[config.mk]
export PLATFORM = sky130hd
export DESIGN_NAME = char_lcd_nibble_bus_sequencer
export DESIGN_NICKNAME = d
export VERILOG_FILES = /design/src/design/lcdnib_pkg.sv /design/src/design/lcdnib_cfg_regs.sv /design/src/design/lcdnib_sequencer.sv /design/src/design/lcdnib_datapath.sv /design/src/design/char_lcd_nibble_bus_sequencer.sv
export SDC_FILE = /design/constraint.sdc
export NUM_CORES = 1
export LEC_CHECK = 0
export ABC_AREA = 0
export BUFFER_PORTS_ARGS = -buffer_cell sky130_fd_sc_hd__buf_2
export CAP_MARGIN = 30
export CORE_ASPECT_RATIO = 0.7
export CORE_UTILIZATION = 35
export DETAILED_ROUTE_END_ITERATION = 12
export HOLD_SLACK_MARGIN = 0.12
export PLACE_DENSITY = 0.63
export SYNTH_ARGS = -nofsm -noshare
export SYNTH_HDL_FRONTEND = slang
export SYNTH_HIERARCHICAL = 1
export SYNTH_SLANG_ARGS = --single-unit
export TNS_END_PERCENT = 20
[constraint.sdc]
create_clock -name clk_i -period 3.1 [get_ports clk_i]
set_clock_uncertainty 0.1 [all_clocks]
set_input_delay 0.31 -clock clk_i [delete_from_list [all_inputs] [get_ports clk_i]]
set_output_delay 0.31 -clock clk_i [all_outputs]
set_load 0.03 [all_outputs]
[src/design/lcdnib_pkg.sv]
`timescale 1ns / 1ps
// ----------------------------------------------------------------------------
// lcdnib_pkg
// Shared types, constants and the microcode ROM of the character LCD
// nibble bus sequencer.
// ----------------------------------------------------------------------------
package lcdnib_pkg;

  // Item kinds on the input stream
  typedef enum logic [1:0] {
    OP_CMD  = 2'd0,
    OP_DATA = 2'd1,
    OP_PWR  = 2'd2
  } op_e;

  // Configuration register indexes
  typedef enum logic [1:0] {
    REG_PULSE_HOLD   = 2'd0,
    REG_SHORT_SETTLE = 2'd1,
    REG_LONG_SETTLE  = 2'd2,
    REG_PWR_WAIT     = 2'd3
  } reg_idx_e;

  localparam int unsigned CFG_IDX_W  = 2;
  localparam int unsigned CFG_DATA_W = 16;

  localparam logic [7:0]  RST_PULSE_HOLD   = 8'd2;
  localparam logic [15:0] RST_SHORT_SETTLE = 16'd40;
  localparam logic [15:0] RST_LONG_SETTLE  = 16'd2000;
  localparam logic [15:0] RST_PWR_WAIT     = 16'd15000;

  localparam logic [7:0]  CMD_CLEAR        = 8'h01;
  localparam logic [7:0]  CMD_HOME         = 8'h02;
  localparam logic [7:0]  WAKE_BYTE        = 8'h03;
  localparam logic [7:0]  FOUR_BIT_BYTE    = 8'h02;
  localparam logic [7:0]  CMD_FUNCTION_SET = 8'h28;
  localparam logic [7:0]  CMD_DISPLAY_ON   = 8'h0C;
  localparam logic [7:0]  CMD_ENTRY_MODE   = 8'h06;

  localparam logic [15:0] WAKE_FIRST_US  = 16'd5000;
  localparam logic [15:0] WAKE_NEXT_US   = 16'd150;
  localparam logic [15:0] CLEAR_EXTRA_US = 16'd2000;

  // Nibble source of a step
  typedef enum logic [1:0] {
    NIB_IN_HI = 2'd0,
    NIB_IN_LO = 2'd1,
    NIB_C_HI  = 2'd2,
    NIB_C_LO  = 2'd3
  } nib_sel_e;

  // Hold time source of a step
  typedef enum logic [2:0] {
    HOLD_PULSE     = 3'd0,
    HOLD_SETTLE_IN = 3'd1,
    HOLD_SETTLE_C  = 3'd2,
    HOLD_PWR_WAIT  = 3'd3,
    HOLD_WAKE1     = 3'd4,
    HOLD_WAKEN     = 3'd5,
    HOLD_CLR_EXTRA = 3'd6
  } hold_sel_e;

  // One control word of the program
  typedef struct packed {
    logic       en;
    nib_sel_e   nib_sel;
    hold_sel_e  hold_sel;
    logic [7:0] cbyte;
    logic       last;
  } ucode_t;

  // Sequencer to datapath
  typedef struct packed {
    logic       busy;
    ucode_t     cw;
    logic       rs;
    logic [7:0] item_byte;
  } step_t;

  typedef struct packed {
    logic [7:0]  pulse_hold;
    logic [15:0] short_settle;
    logic [15:0] long_settle;
    logic [15:0] pwr_wait;
  } cfg_t;

  // One bus phase
  typedef struct packed {
    logic [15:0] hold_us;
    logic [3:0]  bus_nibble;
    logic        enable_level;
    logic        read_write;
    logic        reg_select;
    logic        last;
  } phase_t;

  localparam int unsigned UCODE_DEPTH = 39;
  localparam int unsigned PC_W        = $clog2(UCODE_DEPTH);

  localparam logic [PC_W-1:0] START_BYTE = PC_W'(0);
  localparam logic [PC_W-1:0] START_PWR  = PC_W'(5);

  function automatic ucode_t uw(logic en, nib_sel_e ns, hold_sel_e hs,
                                logic [7:0] cb, logic last);
    ucode_t w;
    w.en       = en;
    w.nib_sel  = ns;
    w.hold_sel = hs;
    w.cbyte    = cb;
    w.last     = last;
    return w;
  endfunction

  function automatic ucode_t ucode_rom(logic [PC_W-1:0] addr);
    ucode_t w;
    case (addr)
      // byte write of the item byte
      6'd0:  w = uw(1'b1, NIB_IN_HI, HOLD_PULSE,     8'h00, 1'b0);
      6'd1:  w = uw(1'b0, NIB_IN_HI, HOLD_PULSE,     8'h00, 1'b0);
      6'd2:  w = uw(1'b1, NIB_IN_LO, HOLD_PULSE,     8'h00, 1'b0);
      6'd3:  w = uw(1'b0, NIB_IN_LO, HOLD_PULSE,     8'h00, 1'b0);
      6'd4:  w = uw(1'b0, NIB_IN_LO, HOLD_SETTLE_IN, 8'h00, 1'b1);
      // power-up: initial wait and wake-up nibbles
      6'd5:  w = uw(1'b0, NIB_C_LO, HOLD_PWR_WAIT,   8'h00, 1'b0);
      6'd6:  w = uw(1'b1, NIB_C_LO, HOLD_PULSE,      WAKE_BYTE, 1'b0);
      6'd7:  w = uw(1'b0, NIB_C_LO, HOLD_PULSE,      WAKE_BYTE, 1'b0);
      6'd8:  w = uw(1'b0, NIB_C_LO, HOLD_WAKE1,      WAKE_BYTE, 1'b0);
      6'd9:  w = uw(1'b1, NIB_C_LO, HOLD_PULSE,      WAKE_BYTE, 1'b0);
      6'd10: w = uw(1'b0, NIB_C_LO, HOLD_PULSE,      WAKE_BYTE, 1'b0);
      6'd11: w = uw(1'b0, NIB_C_LO, HOLD_WAKEN,      WAKE_BYTE, 1'b0);
      6'd12: w = uw(1'b1, NIB_C_LO, HOLD_PULSE,      WAKE_BYTE, 1'b0);
      6'd13: w = uw(1'b0, NIB_C_LO, HOLD_PULSE,      WAKE_BYTE, 1'b0);
      6'd14: w = uw(1'b0, NIB_C_LO, HOLD_WAKEN,      WAKE_BYTE, 1'b0);
      6'd15: w = uw(1'b1, NIB_C_LO, HOLD_PULSE,      FOUR_BIT_BYTE, 1'b0);
      6'd16: w = uw(1'b0, NIB_C_LO, HOLD_PULSE,      FOUR_BIT_BYTE, 1'b0);
      6'd17: w = uw(1'b0, NIB_C_LO, HOLD_WAKEN,      FOUR_BIT_BYTE, 1'b0);
      // function set
      6'd18: w = uw(1'b1, NIB_C_HI, HOLD_PULSE,      CMD_FUNCTION_SET, 1'b0);
      6'd19: w = uw(1'b0, NIB_C_HI, HOLD_PULSE,      CMD_FUNCTION_SET, 1'b0);
      6'd20: w = uw(1'b1, NIB_C_LO, HOLD_PULSE,      CMD_FUNCTION_SET, 1'b0);
      6'd21: w = uw(1'b0, NIB_C_LO, HOLD_PULSE,      CMD_FUNCTION_SET, 1'b0);
      6'd22: w = uw(1'b0, NIB_C_LO, HOLD_SETTLE_C,   CMD_FUNCTION_SET, 1'b0);
      // display on
      6'd23: w = uw(1'b1, NIB_C_HI, HOLD_PULSE,      CMD_DISPLAY_ON, 1'b0);
      6'd24: w = uw(1'b0, NIB_C_HI, HOLD_PULSE,      CMD_DISPLAY_ON, 1'b0);
      6'd25: w = uw(1'b1, NIB_C_LO, HOLD_PULSE,      CMD_DISPLAY_ON, 1'b0);
      6'd26: w = uw(1'b0, NIB_C_LO, HOLD_PULSE,      CMD_DISPLAY_ON, 1'b0);
      6'd27: w = uw(1'b0, NIB_C_LO, HOLD_SETTLE_C,   CMD_DISPLAY_ON, 1'b0);
      // clear, then an extra wait
      6'd28: w = uw(1'b1, NIB_C_HI, HOLD_PULSE,      CMD_CLEAR, 1'b0);
      6'd29: w = uw(1'b0, NIB_C_HI, HOLD_PULSE,      CMD_CLEAR, 1'b0);
      6'd30: w = uw(1'b1, NIB_C_LO, HOLD_PULSE,      CMD_CLEAR, 1'b0);
      6'd31: w = uw(1'b0, NIB_C_LO, HOLD_PULSE,      CMD_CLEAR, 1'b0);
      6'd32: w = uw(1'b0, NIB_C_LO, HOLD_SETTLE_C,   CMD_CLEAR, 1'b0);
      6'd33: w = uw(1'b0, NIB_C_LO, HOLD_CLR_EXTRA,  CMD_CLEAR, 1'b0);
      // entry mode
      6'd34: w = uw(1'b1, NIB_C_HI, HOLD_PULSE,      CMD_ENTRY_MODE, 1'b0);
      6'd35: w = uw(1'b0, NIB_C_HI, HOLD_PULSE,      CMD_ENTRY_MODE, 1'b0);
      6'd36: w = uw(1'b1, NIB_C_LO, HOLD_PULSE,      CMD_ENTRY_MODE, 1'b0);
      6'd37: w = uw(1'b0, NIB_C_LO, HOLD_PULSE,      CMD_ENTRY_MODE, 1'b0);
      6'd38: w = uw(1'b0, NIB_C_LO, HOLD_SETTLE_C,   CMD_ENTRY_MODE, 1'b1);
      default: w = uw(1'b0, NIB_C_LO, HOLD_PULSE,    8'h00, 1'b1);
    endcase
    return w;
  endfunction

endpackage

[src/design/lcdnib_cfg_regs.sv]
`timescale 1ns / 1ps
// ----------------------------------------------------------------------------
// lcdnib_cfg_regs
// Timing registers, written through a plain indexed write port.
// ----------------------------------------------------------------------------
module lcdnib_cfg_regs import lcdnib_pkg::*; (
  input  logic                  clk_i,
  input  logic                  rst_ni,
  input  logic                  we_i,
  input  logic [CFG_IDX_W-1:0]  index_i,
  input  logic [CFG_DATA_W-1:0] wdata_i,
  output cfg_t                  cfg_o
);

  cfg_t cfg_q, cfg_d;

  always_comb begin
    cfg_d = cfg_q;
    if (we_i) begin
      unique case (reg_idx_e'(index_i))
        REG_PULSE_HOLD:   cfg_d.pulse_hold   = wdata_i[7:0];
        REG_SHORT_SETTLE: cfg_d.short_settle = wdata_i;
        REG_LONG_SETTLE:  cfg_d.long_settle  = wdata_i;
        REG_PWR_WAIT:     cfg_d.pwr_wait     = wdata_i;
        default:          cfg_d = cfg_q;
      endcase
    end
  end

  always_ff @(posedge clk_i or negedge rst_ni) begin
    if (!rst_ni) begin
      cfg_q.pulse_hold   <= RST_PULSE_HOLD;
      cfg_q.short_settle <= RST_SHORT_SETTLE;
      cfg_q.long_settle  <= RST_LONG_SETTLE;
      cfg_q.pwr_wait     <= RST_PWR_WAIT;
    end else begin
      cfg_q <= cfg_d;
    end
  end

  assign cfg_o = cfg_q;

endmodule

[src/design/lcdnib_sequencer.sv]
`timescale 1ns / 1ps
// ----------------------------------------------------------------------------
// lcdnib_sequencer
// Step counter over the microcode ROM: picks the entry point from the item
// kind, advances one step per phase and stops on the step marked last.
// ----------------------------------------------------------------------------
module lcdnib_sequencer import lcdnib_pkg::*; (
  input  logic       clk_i,
  input  logic       rst_ni,
  input  logic       start_i,
  input  logic [1:0] op_i,
  input  logic [7:0] byte_i,
  input  logic       adv_i,
  output logic       ready_o,
  output step_t      step_o
);

  logic            busy_q, busy_d;
  logic [PC_W-1:0] pc_q, pc_d;
  logic [7:0]      byte_q, byte_d;
  logic            rs_q, rs_d;
  ucode_t          cw;

  assign cw = ucode_rom(pc_q);

  // Take the next item while the final step is being handed on
  assign ready_o = !busy_q || (adv_i && cw.last);

  always_comb begin
    busy_d = busy_q;
    pc_d   = pc_q;
    byte_d = byte_q;
    rs_d   = rs_q;
    if (busy_q && adv_i) begin
      if (cw.last) begin
        busy_d = 1'b0;
      end else begin
        pc_d = pc_q + PC_W'(1);
      end
    end
    if (start_i) begin
      byte_d = byte_i;
      unique case (op_e'(op_i))
        OP_CMD: begin
          busy_d = 1'b1;
          pc_d   = START_BYTE;
          rs_d   = 1'b0;
        end
        OP_DATA: begin
          busy_d = 1'b1;
          pc_d   = START_BYTE;
          rs_d   = 1'b1;
        end
        OP_PWR: begin
          busy_d = 1'b1;
          pc_d   = START_PWR;
          rs_d   = 1'b0;
        end
        default: busy_d = 1'b0; // unused kind: drop, no phases
      endcase
    end
  end

  always_ff @(posedge clk_i or negedge rst_ni) begin
    if (!rst_ni) begin
      busy_q <= 1'b0;
      pc_q   <= START_BYTE;
    end else begin
      busy_q <= busy_d;
      pc_q   <= pc_d;
    end
  end

  always_ff @(posedge clk_i) begin
    byte_q <= byte_d;
    rs_q   <= rs_d;
  end

  assign step_o.busy      = busy_q;
  assign step_o.cw        = cw;
  assign step_o.rs        = rs_q;
  assign step_o.item_byte = byte_q;

endmodule

[src/design/lcdnib_datapath.sv]
`timescale 1ns / 1ps
// ----------------------------------------------------------------------------
// lcdnib_datapath
// Turns one control word into a bus phase: nibble and hold-time selection.
// ----------------------------------------------------------------------------
module lcdnib_datapath import lcdnib_pkg::*; (
  input  step_t  step_i,
  input  cfg_t   cfg_i,
  output phase_t phase_o
);

  logic [7:0] settle_byte;
  logic       long_settle;

  always_comb begin
    settle_byte = (step_i.cw.hold_sel == HOLD_SETTLE_IN) ? step_i.item_byte
                                                         : step_i.cw.cbyte;
    // Clear and home need the long settle, but only as commands
    long_settle = !step_i.rs && (settle_byte == CMD_CLEAR || settle_byte == CMD_HOME);

    phase_o.reg_select   = step_i.rs;
    phase_o.read_write   = 1'b0;
    phase_o.enable_level = step_i.cw.en;
    phase_o.last         = step_i.cw.last;

    unique case (step_i.cw.nib_sel)
      NIB_IN_HI: phase_o.bus_nibble = step_i.item_byte[7:4];
      NIB_IN_LO: phase_o.bus_nibble = step_i.item_byte[3:0];
      NIB_C_HI:  phase_o.bus_nibble = step_i.cw.cbyte[7:4];
      NIB_C_LO:  phase_o.bus_nibble = step_i.cw.cbyte[3:0];
      default:   phase_o.bus_nibble = step_i.cw.cbyte[3:0];
    endcase

    unique case (step_i.cw.hold_sel)
      HOLD_PULSE:     phase_o.hold_us = {8'h00, cfg_i.pulse_hold};
      HOLD_SETTLE_IN,
      HOLD_SETTLE_C:  phase_o.hold_us = long_settle ? cfg_i.long_settle
                                                    : cfg_i.short_settle;
      HOLD_PWR_WAIT:  phase_o.hold_us = cfg_i.pwr_wait;
      HOLD_WAKE1:     phase_o.hold_us = WAKE_FIRST_US;
      HOLD_WAKEN:     phase_o.hold_us = WAKE_NEXT_US;
      HOLD_CLR_EXTRA: phase_o.hold_us = CLEAR_EXTRA_US;
      default:        phase_o.hold_us = {8'h00, cfg_i.pulse_hold};
    endcase
  end

endmodule

[src/design/char_lcd_nibble_bus_sequencer.sv]
`timescale 1ns / 1ps
// ----------------------------------------------------------------------------
// char_lcd_nibble_bus_sequencer
// Character LCD 4-bit bus sequencer: bytes and power-up requests in, timed
// bus phases (RS, RW, EN, D7..D4, hold time) out.
// ----------------------------------------------------------------------------
// Usage:
//   s_axis: one item per transfer, tdata = {byte_value, op}. op 0 sends a
//   command byte, op 1 a data byte, op 2 plays the power-up sequence; op 3
//   is taken and produces nothing.
//   m_axis: one bus phase per transfer, tlast on the final phase of an item.
//   cfg: write enable, index and data; write only while the block is idle.
// Sequencing:
//   A byte gives 5 phases, power-up 34. The step counter walks the microcode
//   ROM at one phase per cycle unless the receiver stalls; the next item is
//   taken in the cycle its predecessor's last phase is registered. An input
//   transfer loads the step counter; the output register then takes a phase.
// Reset idles the sequencer, clears the output valid and loads the timing
// registers with their defaults. A stalled receiver holds the output
// register and the step counter; no phase is lost or repeated.
// ----------------------------------------------------------------------------
module char_lcd_nibble_bus_sequencer import lcdnib_pkg::*; (
  input  logic                  clk_i,
  input  logic                  rst_ni,
  input  logic                  s_axis_tvalid,
  output logic                  s_axis_tready,
  input  logic [15:0]           s_axis_tdata,  // [1:0] op, [9:2] byte_value
  output logic                  m_axis_tvalid,
  input  logic                  m_axis_tready,
  // [0] reg_select, [1] read_write, [2] enable_level, [6:3] bus_nibble,
  // [22:7] hold_us
  output logic [23:0]           m_axis_tdata,
  output logic                  m_axis_tlast,
  input  logic                  cfg_we_i,
  input  logic [CFG_IDX_W-1:0]  cfg_index_i,
  input  logic [CFG_DATA_W-1:0] cfg_wdata_i
);

  cfg_t   cfg;
  step_t  step;
  phase_t phase;
  phase_t phase_q;
  logic   out_valid_q, out_valid_d;
  logic   adv;
  logic   in_xfer;

  assign adv     = !out_valid_q || m_axis_tready;
  assign in_xfer = s_axis_tvalid && s_axis_tready;

  lcdnib_cfg_regs u_cfg (
    .clk_i   (clk_i),
    .rst_ni  (rst_ni),
    .we_i    (cfg_we_i),
    .index_i (cfg_index_i),
    .wdata_i (cfg_wdata_i),
    .cfg_o   (cfg)
  );

  lcdnib_sequencer u_seq (
    .clk_i   (clk_i),
    .rst_ni  (rst_ni),
    .start_i (in_xfer),
    .op_i    (s_axis_tdata[1:0]),
    .byte_i  (s_axis_tdata[9:2]),
    .adv_i   (adv),
    .ready_o (s_axis_tready),
    .step_o  (step)
  );

  lcdnib_datapath u_dp (
    .step_i  (step),
    .cfg_i   (cfg),
    .phase_o (phase)
  );

  // Output register: load a phase when there is room, drop valid once taken
  always_comb begin
    out_valid_d = out_valid_q;
    if (step.busy && adv) begin
      out_valid_d = 1'b1;
    end else if (m_axis_tready) begin
      out_valid_d = 1'b0;
    end
  end

  always_ff @(posedge clk_i or negedge rst_ni) begin
    if (!rst_ni) begin
      out_valid_q <= 1'b0;
    end else begin
      out_valid_q <= out_valid_d;
    end
  end

  always_ff @(posedge clk_i) begin
    if (step.busy && adv) begin
      phase_q <= phase;
    end
  end

  assign m_axis_tvalid = out_valid_q;
  assign m_axis_tdata  = {1'b0, phase_q.hold_us, phase_q.bus_nibble,
                          phase_q.enable_level, phase_q.read_write,
                          phase_q.reg_select};
  assign m_axis_tlast  = phase_q.last;

  // A taken item of a known kind starts the sequencer
  a_start_busy: assert property (@(posedge clk_i) disable iff (!rst_ni)
    (in_xfer && (s_axis_tdata[1:0] == OP_CMD || s_axis_tdata[1:0] == OP_DATA ||
                 s_axis_tdata[1:0] == OP_PWR)) |=> step.busy)
    else $error("sequencer not started after input transfer");

  // Every run ends with the enable line low
  a_last_en_low: assert property (@(posedge clk_i) disable iff (!rst_ni)
    (m_axis_tvalid && m_axis_tlast) |-> !m_axis_tdata[2])
    else $error("final phase with enable high");

  // The bus is only ever written
  a_write_only: assert property (@(posedge clk_i) disable iff (!rst_ni)
    m_axis_tvalid |-> !m_axis_tdata[1])
    else $error("read phase emitted");

  // No new item while a run is still mid-program
  a_no_overlap: assert property (@(posedge clk_i) disable iff (!rst_ni)
    (step.busy && !(adv && step.cw.last)) |-> !s_axis_tready)
    else $error("input taken during a run");

endmodule

==> qor.txt, run 1 <==
Status - finished clean
Net Sw Frac - 38.7%
NumNets Final - 503
Slew Limit Headroom - 39.1%
Reg2reg end - m_axis_tdata[21]
R2r setup slk - 0.19 ns
Maxcap violations - 0
Count leader, synth - mux2_2
Vias - 3305
Post-synth top cells - mux2_2 (56), dfrtp_1 (48), edfxtp_1 (33), a21oi_1 (22), nand2_1 (22)
Antenna violation net count after detailed routing - 0
Max Slew Vio Count - 0
Via/cell ratio - 5.10
Power Density - 999 nW/um2
Port buffer count - 58
CTS Sinks - 97
CTS clock-pin slew for the worst setup and hold paths - 0.07 ns
CORE AREA - 13400 um2
Hold Crit Depth - 2
Tightest Pin Transition - 0.903 ns
Worst vdd ir - 0.000480 V
IO Pins - 66
Post-route setup TNS - 0 ns
Mapped Area - 4870 um2
Synth async-reset ratio - 66.0%
CTS Buf Count - 9
Critical path class - register to register
DRC Markers - 0
Comb power frac - 43.3%
Number of global-route vias before repair - 3268
Distinct cell type count after synthesis - 64
Worst reg-to-reg path cell count - 11
Gr ovfl total - 0
CP endpoint kind - register
Mean area per synthesized cell - 12.5 um2
Area share of the largest cell type after synthesis - 24.7%
Crit start category - register
Die ar. - 14400 um2
Sw power - 2240 uW
Post-detail-place hpwl - 7330 um
Most used DFF post-synth - dfrtp_1
Initial drt markers - 171
Drt wl/cell - 16.4 um
Synth Instances - 389
GR Util All Layers - 15.8%
Layout cells sized above 1 - 39.7%
Drt total wl - 10600 um
CP max FO - 16
Seq/Total Area, Yosys - 53.7%
Yosys warning count - 6
TritonCTS clock tree - built
Final setup viols - 0
Initial antenna violation count - 0
Dpl cell area - 5330 um2
Final min period - 2.91 ns
First-pass GRT wire length - 17200 um
GP Congestion - 0.854
Initial Util - 36.4%
Type of the worst min-delay path - input pin to register
Fin. Hold Viols - 0
CP Data Arrival Time - 2.89 ns
Root Driver - clkbuf_16
Pin count of the biggest net entering global routing - 31
CTS max path bufs - 2
DR pass1 iterations - 4
Crit path launch - u_seq/pc_q[0]
Synth area leaders - dfrtp_1 (25%), edfxtp_1 (20%), mux2_2 (13%)
Worst Hold Endpoint - u_cfg/cfg_o[40]
Achievable frequency - 0.343 GHz
Worst EP required - 3.08 ns
Tcrit/Tclk final - 93.9%
H-tree levels - 3
Die extent in y - 101 um
Die W - 143 um
Post-route cell area - 5780 um2
RSZ-0062 raised after global routing - no
Final core utilization - 43.3%
Clock latency at the later pin of the worst-skew pair - 0.34 ns
Leakage power - 0.00232 uW
Number of synthesized register bits - 97
Largest area contributor in the netlist - dfrtp_1
Final Power - 5770 uW
Fill cells - 1228
Area grow syn2layout - 18.7%
Clock power share - 21.1%
Post-synth EDFFs - 33
HP Start - cfg_wdata_i[8]
Row count - 35
Share of power burned in registers - 35.6%
Internal power - 3540 uW
RR Startpoint - u_seq/pc_q[0]
Diode count - 0
-- power by group through the flow --
stage	clock network, uW	registers, uW	logic, uW
2_1_floorplan	0	2370	1480
3_3_place_gp	0	2060	2430
3_5_place_dp	0	2080	2460
4_1_cts	1260	2060	2500
5_1_grt	1310	2100	2700
6_report	1220	2050	2500
-- area by class of cell --
| class | instances | area (um2) | area share [%] |
|---|---|---|---|
| flip-flops and latches | 97 | 2610 | 45.2 |
| clock inverters | 6 | 97.6 | 1.69 |
| repair buffers | 85 | 536 | 9.27 |
| multi-input cells | 255 | 2030 | 35.2 |
| well taps | 185 | 231 | 4.01 |
| inverters | 10 | 37.5 | 0.650 |
| clock buffers | 10 | 229 | 3.96 |
-- kinds of logic (layout without fill, tap and decap cells) --
| logic type | after synthesis | in the layout | share of synthesized area (%) |
|---|---|---|---|
| simple gates | 78 | 78 | 8.74 |
| fa+ha+maj | 6 | 6 | 1.54 |
| flops | 97 | 97 | 53.7 |
| mux | 81 | 81 | 19.1 |
| buf+inv | 39 | 111 | 4.83 |
| other cells | 3 | 5 | 0.231 |
| compound gates | 80 | 80 | 11.0 |
| xor+xnor | 5 | 5 | 0.899 |
-- registers in the layout, summed over array words and instances, names as in the netlist --
name	cells
u_cfg/cfg_o	56
u_seq/pc_q	6
u_seq/busy_q	1
u_seq/rs_q	1
m_axis_tvalid	1
m_axis_tdata	23
m_axis_tlast	1
u_seq/byte_q	8
-- critical path, cell delays in order, from the launching register on --
cell and delay (ns):
dfrtp_1 0.46, ha_2 0.26, ha_1 0.20, a21oi_1 0.12
nor2_1 0.06, o311a_1 0.34, nor3b_2 0.18, nand4b_1 0.23
a21oi_4 0.18, buf_12 0.19, mux2i_1 0.20, o21ai_0 0.12
-- per-layer routing --
layer / routed length, um / track usage (%) / vias up
li1: - / - / 1568
met1: 4980 / 21.3 / 1616
met2: 4670 / 24.0 / 106
met3: 831 / 5.46 / 15
met4: 164 / 4.55 / 0
met5: 0 / 0 / -
-- worst max path at each step --
stage | endpoint | slack [ns] | cells after the start
after floorplan | m_axis_tdata[17] | 0.07 | 12
after global placement | m_axis_tdata[12] | 0.15 | 11
after detailed placement | m_axis_tdata[14] | 0.14 | 11
after CTS | m_axis_tdata[21] | 0.11 | 11
after global routing | m_axis_tdata[21] | 0.04 | 11
final | m_axis_tdata[21] | 0.19 | 11
-- what timing repair did --
| action | CTS | global route |
|---|---|---|
| buffers inserted | 0 | 0 |
| endpoints found under the setup margin | 0 | 16 |
| hold endpoints to repair | 36 | 0 |
| hold buffers | 12 | 0 |
| gates resized for setup | 0 | 3 |
-- cell usage in the layout, fill, tap and decap left out, types with 3 or more instances in the layout --
cell type,instances
nand2b_1,4
buf_4,14
mux2i_1,21
and3_1,3
a22oi_1,3
ha_1,5
mux4_2,4
nor3_1,5
edfxtp_1,33
nand2_1,22
o21ai_0,14
dfrtp_1,47
xor2_1,4
mux2_2,56
clkbuf_16,9
a21oi_1,22
conb_1,5
nor2_1,20
dlygate4sd3_1,12
buf_2,58
o21ai_1,11
a311oi_1,3
nand3_1,5
inv_1,9
dfstp_2,16
-- stage by stage --
step / setup WS, ns / cells / hold slack [ns]
after floorplan: 0.0673 / 391 / -0.0856
after global placement: 0.149 / 620 / 0.279
after detailed placement: 0.142 / 620 / 0.294
after CTS: 0.114 / 648 / 0.121
after global routing: 0.0446 / 648 / 0.124
final: 0.188 / 648 / 0.132
Power figures use the tool's default switching activity.
==> inputs of run 2 (changes only) <==
ABC_AREA = 1   (was 0)
PLACE_DENSITY = not set   (was 0.63)
SETUP_SLACK_MARGIN = 0.15   (was not set)
==> qor.txt, run 2 <==
NumNets Final - 755 (+50%)
Final setup viols - 0 (unchanged)
Dpl cell area - 5690 um2 (+6.9%)
Vias - 4612 (+40%)
Xor and xnor area share after synthesis - 0% (-0.90 points)
Antenna violation net count after detailed routing - 0 (unchanged)
CP endpoint kind - register
Gr ovfl total - 0 (unchanged)
Type of the worst min-delay path - input pin to register
Count leader, synth - nand2_1
Fin. Hold Viols - 0 (unchanged)
Mux cell area share after synthesis - 0% (-19 points)
Mean area per synthesized cell - 8.35 um2 (-33%)
Drt wl/cell - 15.3 um (-6.6%)
CP max FO - 6 (-10)
Number of synthesized register bits - 97 (unchanged)
Post-detail-place hpwl - 9110 um (+24%)
Initial drt markers - 341 (+99%)
GR Util All Layers - 18.3% (+2.5 points)
Die extent in y - 105 um (+4.6%)
Die ar. - 15700 um2 (+9.4%)
Achievable frequency - 0.361 GHz (+5.0%)
Row count - 37 (+5.7%)
Via/cell ratio - 5.07 (-0.63%)
Tightest Pin Transition - 0.880 ns (-0.0232 ns)
Distinct cell type count after synthesis - 38 (-41%)
CP Data Arrival Time - 2.76 ns (-0.13 ns)
Synth area leaders - dfrtp_1 (23%), edfxtp_1 (19%), nand2_1 (15%)
Diode count - 0 (unchanged)
Synth Instances - 639 (+64%)
Slew Limit Headroom - 41.3% (+2.2 points)
IO Pins - 66 (unchanged)
Root Driver - clkbuf_16
Post-synth EDFFs - 33 (unchanged)
Largest register FFs - 56 (unchanged)
First-pass GRT wire length - 22100 um (+29%)
Register Area - 2610 um2 (about the same)
Die W - 150 um (+4.6%)
Clock latency at the later pin of the worst-skew pair - 0.35 ns (about the same)
CTS max path bufs - 2 (unchanged)
Fill cells - 1469 (+20%)
Leakage power - 0.00305 uW (+32%)
CTS Buf Count - 9 (unchanged)
CTS Sinks - 97 (unchanged)
H-tree levels - 3 (unchanged)
Mapped Area - 5330 um2 (+9.6%)
CTS clock-pin slew for the worst setup and hold paths - 0.07 ns (about the same)
Layout cells sized above 1 - 20.4% (-19 points)
Yosys warning count - 6 (unchanged)
Most common cell after layout, fill and taps aside - nand2_1
Initial antenna violation count - 0 (unchanged)
Most frequent cells in the layout - nand2_1 (215), nand4_1 (65), inv_1 (60)
Pin count of the biggest net entering global routing - 38 (+23%)
DRC Markers - 0 (unchanged)
Critical path class - register to register
Number of global-route vias before repair - 4262 (+30%)
Maxcap violations - 0 (unchanged)
RSZ-0062 raised after global routing - no
Area taken by multi-input logic gates - 2220 um2 (+9.2%)
Worst EP required - 3.09 ns (about the same)
Drt total wl - 14000 um (+31%)
Seq/Total Area, Yosys - 49.0% (-4.7 points)
TritonCTS clock tree - built
Max Slew Vio Count - 0 (unchanged)
Post-route cell area - 6240 um2 (+8.0%)
Post-route setup TNS - 0 ns (unchanged)
Status - finished clean
Tcrit/Tclk final - 89.4% (-4.5 points)
Worst vdd ir - 0.000403 V (-16%)
Most used DFF post-synth - dfrtp_1
Area share of the largest cell type after synthesis - 22.5% (-2.2 points)
Largest family of logic cells by synthesized area - simple AND/OR/NAND/NOR gates
Port buffer count - 58 (unchanged)
GP Congestion - 0.924 (+8.2%)
Simple-gate area share of the yosys netlist - 34.5% (+26 points)
Initial Util - 36.1% (-0.33 points)
DR pass1 iterations - 5 (+1)
Largest area contributor in the netlist - dfrtp_1
Area grow syn2layout - 17.0%
Power Density - 995 nW/um2 (-0.42%)
Adder-Cell Fraction of Synth Area - 1.41% (-0.13 points)
Synth Area in Compound Gates - 4.36% (-6.6 points)
Crit start category - register
Synth async-reset ratio - 66.0% (unchanged)
Final min period - 2.77 ns (-0.140 ns)
Post-synth top cells - nand2_1 (215), nand4_1 (65), inv_1 (60), dfrtp_1 (48), nand3_1 (47)
CORE AREA - 14800 um2 (+11%)
-- run 2: changes by cell type in the layout (fill, tap and decap cells not counted), moves of 6 or more --
| cell | before | now |
|---|---|---|
| nand4_1 | 1 | 65 |
| inv_1 | 9 | 60 |
| o21ai_1 | 11 | 2 |
| buf_4 | 14 | 22 |
| a21oi_1 | 22 | 11 |
| nand2_2 | 0 | 6 |
| nand2_1 | 22 | 215 |
| nor2_1 | 20 | 35 |
| mux2_2 | 56 | 0 |
| nand3_1 | 5 | 46 |
| mux2i_1 | 21 | 0 |
| nand3_4 | 0 | 7 |
-- run 2: cell families after synthesis --
kind of cell | Yosys count
compound gates | 39
simple gates | 388
fa+ha+maj | 6
flops | 97
other cells | 3
buf+inv | 106
-- run 2: metal layers --
layer | global-route usage, % | part of all wire, % | routed length (um)
met5 | 0 | 0 | 0
met1 | 27.3 | 48 | 6710
met4 | 4.96 | 1.1 | 153
met2 | 26.5 | 44 | 6090
met3 | 3.81 | 7.2 | 1000
-- run 2: worst max-delay path, cell delays in order, from the launching register on --
cell      delay [ns]
dfrtp_1         0.45
ha_2            0.26
ha_1            0.19
or2_1           0.23
nand2_1         0.06
a21oi_1         0.05
o21ai_1         0.13
nand2_1         0.11
inv_1           0.14
nand3_2         0.12
o21bai_4        0.26
nand3_4         0.15
nand2_1         0.08
nand3_1         0.10
nand3_1         0.09
-- run 2: final timing paths --
kind	startpoint	to	slack, ns	cells after the start
max in group asynchronous	rst_ni	u_cfg/cfg_o[26]	1.57	3
max	u_seq/pc_q[0]	m_axis_tdata[7]	0.33	14
max reg2reg	u_seq/pc_q[0]	m_axis_tdata[7]	0.33	14
min	cfg_wdata_i[10]	u_cfg/cfg_o[26]	0.13	3
min reg2reg	u_cfg/cfg_o[20]	u_cfg/cfg_o[20]	0.36	2
min in group asynchronous	rst_ni	u_cfg/cfg_o[51]	0.52	2
-- run 2: area by class of cell --
type	count	share of cell area [%]
clock buffers	9	3.61
clock inverters	7	0.842
inverters	66	4.13
multi-input cells	440	35.6
flip-flops and latches	97	41.9
well taps	195	3.91
repair buffers	96	10.0
-- run 2: what timing repair did --
action,4_1_cts,5_1_grt
pin swaps,1,3
resized for setup,0,6
setup buffers,0,7
cloned,1,1
hold buffers,15,0
endpoints found under the hold margin,42,0
setup endpoints to repair,3,16
-- run 2: per-stage QoR --
step	util (%)	hold slack, ns	std cells	setup WS [ns]	total power [uW]
2_1_floorplan	-	-0.0856	641	0.473	4070
3_3_place_gp	38.5	0.352	870	0.173	4790
3_5_place_dp	38.5	0.354	870	0.104	4850
6_report	42.2	0.126	910	0.327	6210
4_1_cts	41.5	0.120	902	0.156	5960
5_1_grt	42.2	0.130	910	0.123	6630
-- run 2: where the power goes --
part           switching, uW  internal [uW]
clock network            505            552
logic                   2090           1040
registers                188           1840
total                   2780           3430
